`config.mk`:
```
export PLATFORM = sky130hd
export DESIGN_NAME = gregorian_date_shift_and_distance_flat
export DESIGN_NICKNAME = d
export VERILOG_FILES = /design/src/design/gdsd_pkg.sv /design/src/design/gdsd_chan_if.sv /design/src/design/gregorian_date_shift_and_distance.sv /design/src/design/gdsd_ctrl.sv /design/src/design/gdsd_dp.sv /design/src/flat_wrapper.sv
export SDC_FILE = /design/constraint.sdc
export NUM_CORES = 1
export LEC_CHECK = 0
export ABC_AREA = 0
export BUFFER_PORTS_ARGS = -buffer_cell sky130_fd_sc_hd__buf_2
export CORE_ASPECT_RATIO = 1.5
export CORE_MARGIN = 2
export CORE_UTILIZATION = 35
export CTS_CLUSTER_DIAMETER = 60
export DETAILED_ROUTE_END_ITERATION = 8
export GPL_TIMING_DRIVEN = 0
export PLACE_DENSITY_LB_ADDON = 0.25
export SETUP_SLACK_MARGIN = 0.15
export SYNTH_ARGS = -nofsm -noshare
export SYNTH_HDL_FRONTEND = slang
export SYNTH_SLANG_ARGS = --single-unit
export TNS_END_PERCENT = 100
```
`constraint.sdc`:
```
create_clock -name clk -period 6.4 [get_ports clk]
set_clock_uncertainty 0.05 [all_clocks]
set_input_delay 0.64 -clock clk [delete_from_list [all_inputs] [get_ports clk]]
set_output_delay 0.64 -clock clk [all_outputs]
set_load 0.03 [all_outputs]
```
`src/design/gdsd_pkg.sv`:
```
// Package for the Gregorian date shift and distance unit.
// Holds payload structs, controller and micro-op enums, calendar constants and tables.
// No dependencies.
package gdsd_pkg;

  // internal widths
  localparam int CNT_W = 23;            // linear day count from the biased epoch
  localparam int YB_W  = 14;            // biased year (year + bias)
  localparam int K_W   = 5;             // step counter inside one loop phase
  localparam int OCT_N = (CNT_W + 2) / 3;

  localparam logic [YB_W-1:0] YEAR_BIAS_YB = YB_W'(4000);
  localparam logic [YB_W-1:0] ERA_YEARS    = YB_W'(400);
  localparam logic [YB_W-1:0] CENT_YEARS   = YB_W'(100);
  localparam logic [YB_W-1:0] QUAD_YEARS   = YB_W'(4);
  localparam logic [YB_W-1:0] ONE_YEAR     = YB_W'(1);

  localparam logic [CNT_W-1:0] ERA_DAYS  = CNT_W'(146097);
  localparam logic [CNT_W-1:0] CENT_DAYS = CNT_W'(36524);
  localparam logic [CNT_W-1:0] QUAD_DAYS = CNT_W'(1461);
  localparam logic [CNT_W-1:0] YEAR_DAYS = CNT_W'(365);

  // loop limits (most steps a loop phase may take; the index must stay below it)
  localparam logic [K_W-1:0] CENT_MAX = K_W'(3);
  localparam logic [K_W-1:0] QUAD_MAX = K_W'(24);
  localparam logic [K_W-1:0] YR_MAX   = K_W'(3);
  localparam logic [K_W-1:0] MON_MAX  = K_W'(11);

  localparam logic [3:0] MONTH_JAN = 4'd1;
  localparam logic [3:0] MONTH_FEB = 4'd2;
  localparam logic [3:0] MONTH_DEC = 4'd12;
  localparam logic [3:0] MAR_BASED_JAN = 4'd10;  // March-based index of January
  localparam logic [3:0] MAR_SHIFT_UP  = 4'd3;
  localparam logic [3:0] MAR_SHIFT_DN  = 4'd9;

  // day count zero (March 1, biased year 0) falls on a Wednesday
  localparam logic [3:0] WEEKDAY_BIAS = 4'd3;
  localparam logic [3:0] WEEK_DAYS    = 4'd7;

  localparam logic OP_SHIFT = 1'b0;
  localparam logic OP_DIST  = 1'b1;

  typedef struct packed {
    logic               operation;
    logic [4:0]         day;
    logic [3:0]         month;
    logic [11:0]        year;
    logic signed [19:0] offset;
    logic [4:0]         other_day;
    logic [3:0]         other_month;
    logic [11:0]        other_year;
  } in_item_t;

  typedef struct packed {
    logic [4:0]  result_day;
    logic [3:0]  result_month;
    logic [11:0] result_year;
    logic [2:0]  weekday;
    logic [18:0] day_distance;
    logic        range_error;
  } out_item_t;

  typedef enum logic [4:0] {
    S_IDLE,
    S_F_ERA, S_F_CENT, S_F_QUAD, S_F_YR, S_F_FIN, S_F_NEXT,
    S_I_START, S_I_ERA, S_I_CENT, S_I_QUAD, S_I_YR, S_I_MON, S_I_FIN, S_I_NEXT,
    S_DONE
  } state_t;

  typedef enum logic {
    PASS_A,
    PASS_B
  } pass_t;

  typedef enum logic [4:0] {
    UOP_NONE,
    UOP_LOAD_IN,
    UOP_SWAP,
    UOP_F_ERA, UOP_F_CENT, UOP_F_QUAD, UOP_F_YR, UOP_F_FIN,
    UOP_I_START, UOP_I_ERA, UOP_I_CENT, UOP_I_QUAD, UOP_I_YR, UOP_I_MON, UOP_I_FIN,
    UOP_LOAD_OUT
  } uop_t;

  typedef struct packed {
    logic more;       // current loop phase takes another step
    logic op_dist;
    logic fvalid;     // date of last forward pass is valid
    logic range_ok;   // shifted year within range
    logic out_free;   // output register can take a result
  } dp_status_t;

  // offset of the first of a month from March 1 of the same calendar year;
  // January and February of a leap year need one day less
  function automatic logic signed [9:0] month_offset(input logic [3:0] m);
    logic signed [9:0] r;
    case (m)
      4'd1:    r = -10'sd59;
      4'd2:    r = -10'sd28;
      4'd3:    r = 10'sd0;
      4'd4:    r = 10'sd31;
      4'd5:    r = 10'sd61;
      4'd6:    r = 10'sd92;
      4'd7:    r = 10'sd122;
      4'd8:    r = 10'sd153;
      4'd9:    r = 10'sd184;
      4'd10:   r = 10'sd214;
      4'd11:   r = 10'sd245;
      4'd12:   r = 10'sd275;
      default: r = 10'sd0;
    endcase
    return r;
  endfunction

  function automatic logic [4:0] month_days(input logic [3:0] m, input logic leap);
    logic [4:0] r;
    case (m)
      4'd1, 4'd3, 4'd5, 4'd7, 4'd8, 4'd10, 4'd12: r = 5'd31;
      4'd4, 4'd6, 4'd9, 4'd11:                    r = 5'd30;
      4'd2:    r = leap ? 5'd29 : 5'd28;
      default: r = 5'd0;
    endcase
    return r;
  endfunction

  // month lengths from March on; February is never stepped over
  function automatic logic [4:0] mar_month_len(input logic [3:0] idx);
    logic [4:0] r;
    case (idx)
      4'd1, 4'd3, 4'd6, 4'd8: r = 5'd30;
      default:                r = 5'd31;
    endcase
    return r;
  endfunction

  // residue mod 7 by summing octal digits (8 == 1 mod 7)
  function automatic logic [2:0] mod7(input logic [CNT_W-1:0] x);
    logic [3*OCT_N-1:0] xe;
    logic [5:0]         s;
    logic [3:0]         t;
    xe = (3*OCT_N)'(x);
    s  = '0;
    for (int i = 0; i < OCT_N; i++) begin
      s = s + 6'(xe[3*i +: 3]);
    end
    t = 4'(s[2:0]) + 4'(s[5:3]);
    if (t >= 4'd14) begin
      t = t - 4'd14;
    end else if (t >= WEEK_DAYS) begin
      t = t - WEEK_DAYS;
    end
    return t[2:0];
  endfunction

endpackage

```
`src/design/gdsd_chan_if.sv`:
```
// Valid/ready channel interface used for the item and result streams.
// The payload type is a parameter; no package dependency.
interface gdsd_chan_if #(parameter type payload_t = logic);
  logic     valid;
  logic     ready;
  payload_t payload;

  modport source (output valid, output payload, input ready);
  modport sink (input valid, input payload, output ready);
endinterface

```
`src/design/gregorian_date_shift_and_distance.sv`:
```
// Gregorian date shift / distance unit, one item at a time.
// Processing time is set by the one-step-per-cycle day-count loops (eras, centuries,
// 4-year groups, years, months).
// One item in work at a time; next item is taken while the result waits in the out register.
// Reset: synchronous active-low rst_n clears the sequencer and the output valid.
// Depends on gdsd_pkg, gdsd_chan_if, gdsd_ctrl, gdsd_dp.
module gregorian_date_shift_and_distance import gdsd_pkg::*; #(
  parameter int MIN_YEAR = 1400,
  parameter int MAX_YEAR = 2400
) (
  input logic          clk,
  input logic          rst_n,
  gdsd_chan_if.sink    in_chan,
  gdsd_chan_if.source  out_chan
);

  // Flow per transaction:
  //   distance: forward-convert second date -> save count -> forward-convert first date,
  //             distance = |c1 - c2|, weekday from c1.
  //   shift:    forward-convert date, add offset, inverse-convert, range check,
  //             forward-convert the new date again to get its weekday.
  // Forward conversion counts days to March 1 of the biased year by repeated
  // subtraction of 400/100/4/1 years, then adds the day within the year.
  // Leap year comes out of the 400- and 100-year remainders on the way.

  uop_t       uop;
  dp_status_t status;
  logic       in_ready;

  gdsd_ctrl u_ctrl (
    .clk      (clk),
    .rst_n    (rst_n),
    .in_valid (in_chan.valid),
    .in_ready (in_ready),
    .status   (status),
    .uop      (uop)
  );

  gdsd_dp #(
    .MIN_YEAR (MIN_YEAR),
    .MAX_YEAR (MAX_YEAR)
  ) u_dp (
    .clk       (clk),
    .rst_n     (rst_n),
    .uop       (uop),
    .in_item   (in_chan.payload),
    .out_ready (out_chan.ready),
    .out_item  (out_chan.payload),
    .out_valid (out_chan.valid),
    .status    (status)
  );

  assign in_chan.ready = in_ready;

`ifndef ASSERT_OFF
  // only one transaction in flight: busy right after an accept
  a_busy_after_accept: assert property (@(posedge clk) disable iff (!rst_n)
    (in_chan.valid && in_chan.ready) |=> !in_chan.ready)
    else $error("input accepted while previous transaction still in work");

  // result register is never overwritten while it holds an untaken result
  a_load_when_free: assert property (@(posedge clk) disable iff (!rst_n)
    (uop == UOP_LOAD_OUT) |-> (!out_chan.valid || out_chan.ready))
    else $error("result register overwritten before it was taken");

  // error results carry all-zero fields
  a_err_zero: assert property (@(posedge clk) disable iff (!rst_n)
    (out_chan.valid && out_chan.payload.range_error) |->
      (out_chan.payload.result_day == '0 && out_chan.payload.result_month == '0 &&
       out_chan.payload.result_year == '0 && out_chan.payload.weekday == '0 &&
       out_chan.payload.day_distance == '0))
    else $error("error result with nonzero fields");
`endif

endmodule

```
`src/design/gdsd_ctrl.sv`:
```
// Sequencer for the date unit: walks the forward and inverse day-count loops.
// Depends on gdsd_pkg; drives micro-ops into gdsd_dp.
module gdsd_ctrl import gdsd_pkg::*; (
  input  logic       clk,
  input  logic       rst_n,
  input  logic       in_valid,
  output logic       in_ready,
  input  dp_status_t status,
  output uop_t       uop
);

  state_t state_r, state_nxt;
  pass_t  pass_r, pass_nxt;

  always_ff @(posedge clk) begin
    if (!rst_n) begin
      state_r <= S_IDLE;
      pass_r  <= PASS_A;
    end else begin
      state_r <= state_nxt;
      pass_r  <= pass_nxt;
    end
  end

  // next state
  always_comb begin
    state_nxt = state_r;
    pass_nxt  = pass_r;
    unique case (state_r)
      S_IDLE: begin
        if (in_valid) begin
          state_nxt = S_F_ERA;
          pass_nxt  = PASS_A;
        end
      end
      S_F_ERA:  if (!status.more) state_nxt = S_F_CENT;
      S_F_CENT: if (!status.more) state_nxt = S_F_QUAD;
      S_F_QUAD: if (!status.more) state_nxt = S_F_YR;
      S_F_YR:   if (!status.more) state_nxt = S_F_FIN;
      S_F_FIN:  state_nxt = S_F_NEXT;
      S_F_NEXT: begin
        if (pass_r == PASS_A && status.op_dist) begin
          state_nxt = S_F_ERA;
          pass_nxt  = PASS_B;
        end else if (pass_r == PASS_A && status.fvalid && !status.op_dist) begin
          state_nxt = S_I_START;
        end else begin
          state_nxt = S_DONE;
        end
      end
      S_I_START: state_nxt = S_I_ERA;
      S_I_ERA:   if (!status.more) state_nxt = S_I_CENT;
      S_I_CENT:  if (!status.more) state_nxt = S_I_QUAD;
      S_I_QUAD:  if (!status.more) state_nxt = S_I_YR;
      S_I_YR:    if (!status.more) state_nxt = S_I_MON;
      S_I_MON:   if (!status.more) state_nxt = S_I_FIN;
      S_I_FIN:   state_nxt = S_I_NEXT;
      S_I_NEXT: begin
        if (status.range_ok) begin
          state_nxt = S_F_ERA;
          pass_nxt  = PASS_B;
        end else begin
          state_nxt = S_DONE;
        end
      end
      S_DONE: if (status.out_free) state_nxt = S_IDLE;
      default: state_nxt = S_IDLE;
    endcase
  end

  // outputs
  always_comb begin
    in_ready = 1'b0;
    uop      = UOP_NONE;
    unique case (state_r)
      S_IDLE: begin
        in_ready = 1'b1;
        uop      = in_valid ? UOP_LOAD_IN : UOP_NONE;
      end
      S_F_ERA:   uop = UOP_F_ERA;
      S_F_CENT:  uop = UOP_F_CENT;
      S_F_QUAD:  uop = UOP_F_QUAD;
      S_F_YR:    uop = UOP_F_YR;
      S_F_FIN:   uop = UOP_F_FIN;
      S_F_NEXT:  uop = (pass_r == PASS_A && status.op_dist) ? UOP_SWAP : UOP_NONE;
      S_I_START: uop = UOP_I_START;
      S_I_ERA:   uop = UOP_I_ERA;
      S_I_CENT:  uop = UOP_I_CENT;
      S_I_QUAD:  uop = UOP_I_QUAD;
      S_I_YR:    uop = UOP_I_YR;
      S_I_MON:   uop = UOP_I_MON;
      S_I_FIN:   uop = UOP_I_FIN;
      S_I_NEXT:  uop = UOP_NONE;
      S_DONE:    uop = status.out_free ? UOP_LOAD_OUT : UOP_NONE;
      default:   uop = UOP_NONE;
    endcase
  end

endmodule

```
`src/design/gdsd_dp.sv`:
```
// Datapath of the date unit: day-count accumulator, year remainder, date registers,
// output register. Depends on gdsd_pkg; sequenced by gdsd_ctrl.
module gdsd_dp import gdsd_pkg::*; #(
  parameter int MIN_YEAR = 1400,
  parameter int MAX_YEAR = 2400
) (
  input  logic       clk,
  input  logic       rst_n,
  input  uop_t       uop,
  input  in_item_t   in_item,
  input  logic       out_ready,
  output out_item_t  out_item,
  output logic       out_valid,
  output dp_status_t status
);

  localparam logic [YB_W-1:0] MIN_Y  = YB_W'(MIN_YEAR);
  localparam logic [YB_W-1:0] MAX_Y  = YB_W'(MAX_YEAR);
  localparam logic [YB_W-1:0] MIN_YB = YB_W'(MIN_YEAR + 4000);
  localparam logic [YB_W-1:0] MAX_YB = YB_W'(MAX_YEAR + 4000);

  logic               op_r, op_nxt;
  logic [4:0]         d1_r, d1_nxt;
  logic [3:0]         m1_r, m1_nxt;
  logic [11:0]        y1_r, y1_nxt;
  logic signed [19:0] off_r, off_nxt;
  logic [4:0]         fd_r, fd_nxt;        // current date
  logic [3:0]         fm_r, fm_nxt;
  logic [YB_W-1:0]    ydate_r, ydate_nxt;  // biased year, also year accumulator
  logic [YB_W-1:0]    rem_r, rem_nxt;
  logic [CNT_W-1:0]   acc_r, acc_nxt;
  logic [K_W-1:0]     k_r, k_nxt;
  logic               r400z_r, r400z_nxt;
  logic               leap_r, leap_nxt;
  logic               yok_r, yok_nxt;
  logic               fvalid_r, fvalid_nxt;
  logic [CNT_W-1:0]   c2_r, c2_nxt;
  logic               ok2_r, ok2_nxt;
  logic               range_ok_r, range_ok_nxt;
  out_item_t          out_r, out_nxt;
  logic               out_valid_r, out_valid_nxt;

  logic [11:0]        sel_year;
  logic [YB_W-1:0]    sel_yb;
  logic               sel_yok;
  logic signed [10:0] fin_adj;
  logic [4:0]         mdays;
  logic [3:0]         mp;
  logic [3:0]         mm;
  logic [YB_W-1:0]    yb_fin;
  logic               err;
  logic [CNT_W-1:0]   diff;
  logic [3:0]         wd_sum;
  logic [YB_W-1:0]    yout;
  logic               more;

  assign sel_year = (uop == UOP_LOAD_IN)
                    ? (in_item.operation ? in_item.other_year : in_item.year) : y1_r;
  assign sel_yb   = YB_W'(sel_year) + YEAR_BIAS_YB;
  assign sel_yok  = (YB_W'(sel_year) >= MIN_Y) && (YB_W'(sel_year) <= MAX_Y);

  assign fin_adj = 11'(month_offset(fm_r)) + $signed({6'b0, fd_r}) - 11'sd1
                   - $signed({10'b0, (fm_r <= MONTH_FEB) && leap_r});
  assign mdays   = month_days(fm_r, leap_r);

  assign mp     = k_r[3:0];
  assign mm     = (mp < MAR_BASED_JAN) ? mp + MAR_SHIFT_UP : mp - MAR_SHIFT_DN;
  assign yb_fin = ydate_r + ((mm <= MONTH_FEB) ? ONE_YEAR : '0);

  assign err  = (op_r == OP_DIST) ? !(fvalid_r && ok2_r) : !(fvalid_r && range_ok_r);
  assign diff = (acc_r >= c2_r) ? acc_r - c2_r : c2_r - acc_r;
  assign yout = ydate_r - YEAR_BIAS_YB;

  always_comb begin
    wd_sum = {1'b0, mod7(acc_r)} + WEEKDAY_BIAS;
    if (wd_sum >= WEEK_DAYS) begin
      wd_sum = wd_sum - WEEK_DAYS;
    end
  end

  always_comb begin
    op_nxt        = op_r;
    d1_nxt        = d1_r;
    m1_nxt        = m1_r;
    y1_nxt        = y1_r;
    off_nxt       = off_r;
    fd_nxt        = fd_r;
    fm_nxt        = fm_r;
    ydate_nxt     = ydate_r;
    rem_nxt       = rem_r;
    acc_nxt       = acc_r;
    k_nxt         = k_r;
    r400z_nxt     = r400z_r;
    leap_nxt      = leap_r;
    yok_nxt       = yok_r;
    fvalid_nxt    = fvalid_r;
    c2_nxt        = c2_r;
    ok2_nxt       = ok2_r;
    range_ok_nxt  = range_ok_r;
    out_nxt       = out_r;
    out_valid_nxt = out_valid_r && !out_ready;
    more          = 1'b0;

    unique case (uop)
      UOP_LOAD_IN: begin
        op_nxt    = in_item.operation;
        d1_nxt    = in_item.day;
        m1_nxt    = in_item.month;
        y1_nxt    = in_item.year;
        off_nxt   = in_item.offset;
        // distance converts the second date first
        fd_nxt    = in_item.operation ? in_item.other_day : in_item.day;
        fm_nxt    = in_item.operation ? in_item.other_month : in_item.month;
        ydate_nxt = sel_yb;
        rem_nxt   = sel_yb;
        yok_nxt   = sel_yok;
        acc_nxt   = '0;
        k_nxt     = '0;
      end
      UOP_SWAP: begin
        c2_nxt    = acc_r;
        ok2_nxt   = fvalid_r;
        fd_nxt    = d1_r;
        fm_nxt    = m1_r;
        ydate_nxt = sel_yb;
        rem_nxt   = sel_yb;
        yok_nxt   = sel_yok;
        acc_nxt   = '0;
      end
      // forward: days up to March 1 of the biased year, then the day of year
      UOP_F_ERA: begin
        more = rem_r >= ERA_YEARS;
        if (more) begin
          rem_nxt = rem_r - ERA_YEARS;
          acc_nxt = acc_r + ERA_DAYS;
        end else begin
          r400z_nxt = (rem_r == '0);
        end
      end
      UOP_F_CENT: begin
        more = rem_r >= CENT_YEARS;
        if (more) begin
          rem_nxt = rem_r - CENT_YEARS;
          acc_nxt = acc_r + CENT_DAYS;
        end else begin
          leap_nxt = ((rem_r[1:0] == 2'b00) && (rem_r != '0)) || r400z_r;
        end
      end
      UOP_F_QUAD: begin
        more = rem_r >= QUAD_YEARS;
        if (more) begin
          rem_nxt = rem_r - QUAD_YEARS;
          acc_nxt = acc_r + QUAD_DAYS;
        end
      end
      UOP_F_YR: begin
        more = rem_r != '0;
        if (more) begin
          rem_nxt = rem_r - ONE_YEAR;
          acc_nxt = acc_r + YEAR_DAYS;
        end
      end
      UOP_F_FIN: begin
        acc_nxt    = acc_r + CNT_W'(fin_adj);
        fvalid_nxt = yok_r && (fm_r >= MONTH_JAN) && (fm_r <= MONTH_DEC)
                     && (fd_r != '0) && (fd_r <= mdays);
      end
      // inverse: peel eras, centuries, 4-year groups, years, months
      UOP_I_START: begin
        acc_nxt   = acc_r + CNT_W'(off_r);
        ydate_nxt = '0;
        k_nxt     = '0;
      end
      UOP_I_ERA: begin
        more = acc_r >= ERA_DAYS;
        if (more) begin
          acc_nxt   = acc_r - ERA_DAYS;
          ydate_nxt = ydate_r + ERA_YEARS;
        end
      end
      UOP_I_CENT: begin
        more = (k_r < CENT_MAX) && (acc_r >= CENT_DAYS);
        if (more) begin
          acc_nxt   = acc_r - CENT_DAYS;
          ydate_nxt = ydate_r + CENT_YEARS;
          k_nxt     = k_r + K_W'(1);
        end else begin
          k_nxt = '0;
        end
      end
      UOP_I_QUAD: begin
        more = (k_r < QUAD_MAX) && (acc_r >= QUAD_DAYS);
        if (more) begin
          acc_nxt   = acc_r - QUAD_DAYS;
          ydate_nxt = ydate_r + QUAD_YEARS;
          k_nxt     = k_r + K_W'(1);
        end else begin
          k_nxt = '0;
        end
      end
      UOP_I_YR: begin
        more = (k_r < YR_MAX) && (acc_r >= YEAR_DAYS);
        if (more) begin
          acc_nxt   = acc_r - YEAR_DAYS;
          ydate_nxt = ydate_r + ONE_YEAR;
          k_nxt     = k_r + K_W'(1);
        end else begin
          k_nxt = '0;
        end
      end
      UOP_I_MON: begin
        more = (k_r < MON_MAX) && (acc_r >= CNT_W'(mar_month_len(k_r[3:0])));
        if (more) begin
          acc_nxt = acc_r - CNT_W'(mar_month_len(k_r[3:0]));
          k_nxt   = k_r + K_W'(1);
        end
      end
      UOP_I_FIN: begin
        fd_nxt       = acc_r[4:0] + 5'd1;
        fm_nxt       = mm;
        ydate_nxt    = yb_fin;
        rem_nxt      = yb_fin;
        acc_nxt      = '0;
        yok_nxt      = 1'b1;
        range_ok_nxt = (yb_fin >= MIN_YB) && (yb_fin <= MAX_YB);
      end
      UOP_LOAD_OUT: begin
        out_valid_nxt = 1'b1;
        out_nxt       = '0;
        if (err) begin
          out_nxt.range_error = 1'b1;
        end else begin
          out_nxt.result_day   = fd_r;
          out_nxt.result_month = fm_r;
          out_nxt.result_year  = yout[11:0];
          out_nxt.weekday      = wd_sum[2:0];
          out_nxt.day_distance = (op_r == OP_DIST) ? diff[18:0] : '0;
        end
      end
      default: begin
      end
    endcase
  end

  always_ff @(posedge clk) begin
    if (!rst_n) begin
      out_valid_r <= 1'b0;
    end else begin
      out_valid_r <= out_valid_nxt;
    end
  end

  always_ff @(posedge clk) begin
    op_r       <= op_nxt;
    d1_r       <= d1_nxt;
    m1_r       <= m1_nxt;
    y1_r       <= y1_nxt;
    off_r      <= off_nxt;
    fd_r       <= fd_nxt;
    fm_r       <= fm_nxt;
    ydate_r    <= ydate_nxt;
    rem_r      <= rem_nxt;
    acc_r      <= acc_nxt;
    k_r        <= k_nxt;
    r400z_r    <= r400z_nxt;
    leap_r     <= leap_nxt;
    yok_r      <= yok_nxt;
    fvalid_r   <= fvalid_nxt;
    c2_r       <= c2_nxt;
    ok2_r      <= ok2_nxt;
    range_ok_r <= range_ok_nxt;
    out_r      <= out_nxt;
  end

  assign out_item         = out_r;
  assign out_valid        = out_valid_r;
  assign status.more      = more;
  assign status.op_dist   = (op_r == OP_DIST);
  assign status.fvalid    = fvalid_r;
  assign status.range_ok  = range_ok_r;
  assign status.out_free  = !out_valid_r || out_ready;

endmodule

```
`src/flat_wrapper.sv`:
```
// flat-port wrapper written by rule: the top's interface ports become plain ports
module gregorian_date_shift_and_distance_flat import gdsd_pkg::*;
#(
  parameter int MIN_YEAR = 1400,
  parameter int MAX_YEAR = 2400
)
  (clk, rst_n, in_chan_valid, in_chan_payload, in_chan_ready, out_chan_valid, out_chan_payload, out_chan_ready);
  gdsd_chan_if #(.payload_t(in_item_t)) in_chan_i ();
  gdsd_chan_if #(.payload_t(out_item_t)) out_chan_i ();
  input logic clk;
  input logic rst_n;
  input wire logic [$bits(in_chan_i.valid)-1:0] in_chan_valid;
  input wire logic [$bits(in_chan_i.payload)-1:0] in_chan_payload;
  output wire logic [$bits(in_chan_i.ready)-1:0] in_chan_ready;
  output wire logic [$bits(out_chan_i.valid)-1:0] out_chan_valid;
  output wire logic [$bits(out_chan_i.payload)-1:0] out_chan_payload;
  input wire logic [$bits(out_chan_i.ready)-1:0] out_chan_ready;
  assign in_chan_i.valid = in_chan_valid;
  assign in_chan_i.payload = in_chan_payload;
  assign in_chan_ready = in_chan_i.ready;
  assign out_chan_valid = out_chan_i.valid;
  assign out_chan_payload = out_chan_i.payload;
  assign out_chan_i.ready = out_chan_ready;
  gregorian_date_shift_and_distance #(.MIN_YEAR(MIN_YEAR), .MAX_YEAR(MAX_YEAR)) u_core (.clk(clk), .rst_n(rst_n), .in_chan(in_chan_i), .out_chan(out_chan_i));
endmodule
```
# Yosys cells after proc, flatten, opt, wreduce, memory -nomap -nowiden
# Memories as Yosys holds them, arrays and structs flattened. A register that Yosys moved wholly into a read port is not among the register bits.
# Cells that the tools add are included.
# Widths: inputs -> output; s select.
[word_totals] mem_bits_ro=160 memories=1 word_cells=293 out_inout_bits=46 input_bits=67 ff_bits=187
[memory_table] name="(name not given)" words=16 width=10 rd=1 rd_clocked_by_memory_dff=1 write_ports=0 line="gdsd_pkg.sv:96" text="case (m)"
[classes] n_reduce_logical=52 order_cmp=25 muxes=73 n_eq_ne=68 bitwise=4 n_addsub=43
[op_table] cell="$pmux 23 s12" count=1
[op_table] cell="$mux 23" count=9
[op_table] cell="$mux 14" count=8
[op_table] cell="$pmux 14 s7" count=1
[op_table] cell="$mux 5" count=19
[op_table] cell="$pmux 14 s6" count=1
[op_table] cell="$eq 5x4->1 const B" count=16
[op_table] cell="$pmux 5 s16" count=1
[op_table] cell="$pmux 4 s15" count=1
[op_table] cell="$add 23x23->23" count=2
[op_table] cell="$ne 2x2->1 const B" count=22
[op_table] cell="$eq 5x3->1 const B" count=8
[op_table] cell="$sub 19x19->19" count=2
[op_table] cell="$pmux 5 s3" count=2
[op_table] cell="$mux 4" count=7
[op_table] cell="$pmux 5 s5" count=1
[op_table] cell="$eq 4x4->1 const B" count=6
[op_table] cell="$mux 12" count=2
[op_table] cell="$add 23x11->23 const B" count=1
[op_table] cell="$add 23x16->23 const B" count=1
[op_table] cell="$add 23x18->23 const B" count=1
[op_table] cell="$add 23x9->23 const B" count=1
[op_table] cell="$ge 23x11->1 const B" count=1
[op_table] cell="$ge 23x16->1 const B" count=1
[op_table] cell="86 further kinds" count=150

# Longest topological paths before layout
[logic_depth] depth_word=14 mapped_depth=26 depth_no_buf=26

# Hierarchy
# Synthesis repeated with hierarchy kept, for this count alone.
[hier_totals] cells_unflattened=2219 hier_area_um2=18511.5
[by_module_without_submodules] mod="gdsd_dp" seq_area_each_um2=5625.4 area_per_inst_um2=18023.5 cells_per_inst=2144 n_inst=1
[by_module_without_submodules] mod="gdsd_ctrl" seq_area_each_um2=100.1 area_per_inst_um2=488.0 cells_per_inst=75 n_inst=1

# Worst setup path after synthesis
# OpenSTA, ideal clock, no wires.
[synth_path] path_kind="register to register" start="register u_core.u_dp.acc_r[2]" end="register u_core.u_dp.out_r (netlist bit u_core.u_dp.out_item[21]), data pin" arrival_ps=5717 stages_incl_launch_ff=24 required_time_ps=6091 setup_slack_ps=374 cell_sequence="edfxtp_1 > buf_2 > inv_1 > fa_1 > inv_1 > fa_1 > inv_1 > fa_1 > fa_1 > inv_1 > fa_1 > xor2_1 > ha_1 > fa_1 > ha_1 > nand2_1 > nand2_1 > a221oi_1 > a31o_2 > ha_1 > inv_1 > a21oi_1 > xor2_1 > nor2_1"
[synth_via] elab_chain_cells=14 elab_cells_between_ends=18
[synth_lines] element="start, declared" line="gdsd_dp.sv:31" text="logic [CNT_W-1:0] acc_r, acc_nxt;"
[synth_lines] element="start signal, assigned" line="gdsd_dp.sv:263" text="acc_r <= acc_nxt;"
[synth_lines] element="$add 3x3->4 *" line="gdsd_pkg.sv:143" text="s = s + 6'(xe[3*i +: 3]);"
[synth_lines] element="$add 4x3->5 *" line="gdsd_pkg.sv:143"
[synth_lines] element="$add 5x3->6 *" line="gdsd_pkg.sv:143"
[synth_lines] element="$add 6x3->6 * (3 in a row)" line="gdsd_pkg.sv:143"
[synth_lines] element="$add 6x2->6 *" line="gdsd_pkg.sv:143"
[synth_lines] element="$add 3x3->4 *" line="gdsd_pkg.sv:145" text="t = 4'(s[2:0]) + 4'(s[5:3]);"
[synth_lines] element="$ge 4x3->1 / $sub 3x3->3 (equally long branches)" line="gdsd_pkg.sv:148, gdsd_pkg.sv:149"
[synth_lines] element="$mux 3" line="gdsd_pkg.sv:148" text="end else if (t >= WEEK_DAYS) begin"
[synth_lines] element="$mux 3 *" line="gdsd_pkg.sv:146" text="if (t >= 4'd14) begin"
[synth_lines] element="$add 3x2->4 *" line="gdsd_dp.sv:75" text="wd_sum = {1'b0, mod7(acc_r)} + WEEKDAY_BIAS;"
[synth_lines] element="$ge 4x3->1 / $sub 3x3->3 (equally long branches)" line="gdsd_dp.sv:76, gdsd_dp.sv:77"
[synth_lines] element="$mux 3 *" line="gdsd_dp.sv:76" text="if (wd_sum >= WEEK_DAYS) begin"
[synth_lines] element="end signal, assigned" line="gdsd_dp.sv:272" text="out_r <= out_nxt;"
[synth_lines] element="end, declared" line="gdsd_dp.sv:40" text="out_item_t out_r, out_nxt;"
# Every way passes the cells marked *; elsewhere a longest branch is shown, timed or not.
# A chain may end at the register's enable or synchronous reset.

# Worst setup path after layout
# Ends and elaborated chain as after synthesis.

==> results.md <==
* Max Transition Viols Final at 0
* Worst setup EP type: flip-flop
* DPL Wire Length at 58.8 mm
* Dominant synthesized flop cell: edfxtp_1
* Final critical-path share of the clock period at 94.5%
* Vias/cell at roughly 6
* IO Pins at 113
* Avg Cell Area, Syn at approximately 8.3 sq um
* Crit path max fanout at 4
* Worst hold endpoint: u_core.u_dp.off_r[11]$_DFFE_PN_
* Number of synthesized flops with an enable pin at 180
* CTS sink cnt at 196
* Vias in the first global route at between 15000 and 20000
* Hold WS at 263 ps
* Synth Instances at 2153
* ANT nets after route at 0
* Area growth, synth to finish at 13.6%
* Synthesis-stage register bit count at 196
* Area of the multi-input gates at 11200 sq um
* Share of layout cells above drive strength 1 at between 10% and 20%
* Final net count at 2535
* Synth unique cells at 82
* Drt pass-1 iters at 7
* Flop2flop setup slack at 350 ps
* CTS clk-pin slew, worst paths at 90 ps
* Worst-Margin Slew at about 1300 ps
* Ys async rst share at 0%
* Placed Instances at 2942
* CTS root buffer: clkbuf_16
* Initial antenna violation count at 1
* Register Area at 5730 sq um
* HP Start: in_chan_payload[32]
* Final Non-Filler Cells at 3000
* Hold depth at 1
* Die Ht at 281 um
* Max-capacitance violation count at 0
* Gr ovfl total at 0
* Final GP Congestion at 0.957
* Hold Buf Count CTS at 0
* Worst reg2reg path depth at 24
* DR vias at 18000
* DRC at 0
* CTS tree: done
* Startpoint types: flip-flop
* GR Util All Layers at 28.3%
* Critical path type: reg2reg
* Final setup fails at 0
* Cell row count at 101
* Initial detailed-routing violation count at roughly 1300
* Worst skew pair latency at about 500 ps
* HP Class: in2reg
* Chip width at between 150 and 200 um
* WP data arrival at 6220 ps
* Fillers at around 5200
* Maximum clock rate at 165 MHz
* Max-slew headroom at roughly 11%
* Routed wire per std cell at 25.2 um
* Maximum buffer depth of the clock tree at 2
* DP Worst Slack at -524 ps
* Largest net degree at the start of global routing at 35
* PortBufs at 112
* Die footprint at 52900 sq um
* Final wirelength at 75.5 mm
* Setup WS post-layout at 351 ps
* Core Region at 50500 sq um
* First-pass GRT wire length at 111 mm
* Synth Warn # at 0
* Post-synthesis sequential area ratio at roughly a third
* Critical path required time at between 6000 and 7000 ps
* Starting Density at 35.4%
* Reg2reg start: u_core.u_dp.acc_r[2]$_DFFE_PP_
* Syn nets at 2371
* R2R Path End: u_core.u_dp.out_item[21]$_SDFFCE_PP0N_
* Status: complete, no violations
* Minimum clock period at 6050 ps
* RSZ-0062 raised after global routing: true
* Cts bufs inserted at 17
* Post-Syn Area at 17900 sq um
* Final hold viol count at 0
* H-tree depth at 4
## cells in the final DEF, fill, tap and decap left out, types with 12 or more instances in the layout
cell	instances
o21a_1	16
nand3_1	62
a221oi_1	20
and3_1	27
nor2_1	206
clkbuf_1	98
a21o_1	36
o211ai_1	24
nor3_1	64
ha_1	126
a211oi_1	13
xnor2_1	42
edfxtp_1	180
o31ai_1	16
nor2b_1	19
clkbuf_16	17
a21oi_1	174
buf_2	118
inv_1	127
fa_1	20
a21boi_0	12
xor2_1	42
nand2_1	196
mux2i_1	41
o22ai_1	31
o21ai_0	170
dfxtp_1	16
nand2b_1	29
or3_1	18
buf_4	31
o221ai_1	24
nand4_1	23
a22oi_1	19
a31oi_1	25
nor4_1	15
## area by class of cell
| type | count | area share [%] |
|---|---|---|
| inverters | 139 | 2.68 |
| repair buffers | 145 | 4.18 |
| clock inverters | 13 | 0.758 |
| plain buffers | 124 | 2.56 |
| well taps | 669 | 4.12 |
| flip-flops and latches | 196 | 28.2 |
| multi-input cells | 1694 | 55.3 |
| clock buffers | 19 | 2.18 |
| diodes | 1 | 0.0123 |
## synthesized netlist by cell type (all sizes together) (8+ instances only)
master   instances  area (sq um)
xnor2           43           377
o21a            16           120
nand2          197           739
o31ai           16           120
ha             129          1610
xor2            42           368
a311oi          10          87.6
inv            132           495
a21o            36           270
a21oi          178           895
a21boi          13          97.6
nand2b          29           181
nand3           62           310
o211ai          24           180
nor3            67           347
and3            27           169
nor4            16           100
or3             19           124
o221ai          24           210
and2             9          56.3
fa              22           440
buf             20           103
o21ai          181           906
a221o           10           100
a221oi          21           184
o2111ai         11          96.3
dfxtp           16           320
edfxtp         180          5410
nor2b           20           125
a2111oi          9          78.8
a31oi           27           190
or2              8          50.1
a22oi           19           143
a211oi          13          97.6
o22ai           31           194
nand4           23           144
clkbuf         104           392
o21bai          10          75.1
nor2           207           780
mux2i           41           410
## flip-flops by register name, summed over array words and instances (netlist names), 4 cells and up, named ones only
register and flops:
u_core.u_dp.out_item 44, u_core.u_dp.acc_r 23, u_core.u_dp.c2_r 23, u_core.u_dp.off_r 20
u_core.u_dp.rem_r 14, u_core.u_dp.ydate_r 14, u_core.u_dp.y1_r 12, u_core.u_dp.d1_r 5
u_core.u_dp.fd_r 5, u_core.u_dp.k_r 5, u_core.u_ctrl.state_r 4, u_core.u_dp.fm_r 4
u_core.u_dp.m1_r 4
## per-stage QoR
step	setup TNS, ps	util (%)	cell area (sq um)
6_report	0	40.2	20300
5_1_grt	0	40.2	20300
4_1_cts	0	39.9	20200
3_5_place_dp	-1070	38.4	19400
3_3_place_gp	-48780	38.1	19300
2_1_floorplan	0	-	17900
## worst max path at each step
stage | start | end | slack (ps) | depth (start not counted)
2_1_floorplan | u_core.u_dp.acc_r[2]$_DFFE_PP_ | u_core.u_dp.out_item[21]$_SDFFCE_PP0N_ | 370 | 23
3_3_place_gp | u_core.u_dp.acc_r[4]$_DFFE_PP_ | u_core.u_dp.acc_r[0]$_DFFE_PP_ | -2420 | 10
3_5_place_dp | u_core.u_dp.acc_r[9]$_DFFE_PP_ | u_core.u_dp.out_item[21]$_SDFFCE_PP0N_ | -520 | 22
4_1_cts | u_core.u_dp.acc_r[2]$_DFFE_PP_ | u_core.u_dp.out_item[21]$_SDFFCE_PP0N_ | 160 | 23
5_1_grt | u_core.u_dp.acc_r[14]$_DFFE_PP_ | u_core.u_dp.out_item[21]$_SDFFCE_PP0N_ | 30 | 23
6_report | u_core.u_dp.acc_r[2]$_DFFE_PP_ | u_core.u_dp.out_item[21]$_SDFFCE_PP0N_ | 350 | 24
## worst max-delay path: stages (launching register included)
cell and delay, ps:
edfxtp_1 380, buf_6 130, clkinvlp_4 150, fa_1 560, inv_1 70, fa_1 570, inv_1 70, fa_1 500
fa_1 510, inv_1 70, ha_1 290, a21o_1 160, a21oi_2 180, xnor2_2 160, fa_2 530, ha_4 200
nand2_1 70, nand2_2 80, a221oi_2 290, a31o_2 170, ha_2 180, inv_1 50, a21oi_2 150, xor2_1 150
nor2_1 50
## routing by layer
layer,GRT usage (%),vias to the layer above,routed length [um]
met4,20.9,0,6110
met5,0,-,0
li1,-,8336,-
met2,52.5,810,38600
met1,28.7,8566,26500
met3,4.17,256,4330
## cells by family (layout without fill, tap and decap cells)
group                    count (synthesis)  count (layout)  share of synthesized area (%)
XOR/XNOR                                85              85                           4.16
AO/OA/AOI/OAI                          701             701                           25.3
other                                    0               1                              0
AND/OR/NAND/NOR                        710             710                           18.7
multiplexers                            47              47                           2.67
flip-flops                             196             196                           32.0
buffers and inverters                  263             440                           5.68
adder cells (fa/ha/maj)                151             151                           11.5
## repair_timing
item,4_1_cts,5_1_grt
endpoints found under the setup margin,3,7
pin swaps,2,4
resized for setup,24,16
buffers inserted,15,10
Power is left out: the tool's default activity adds up to more than one toggle a clock period on the data nets, which glitch-free logic cannot reach.
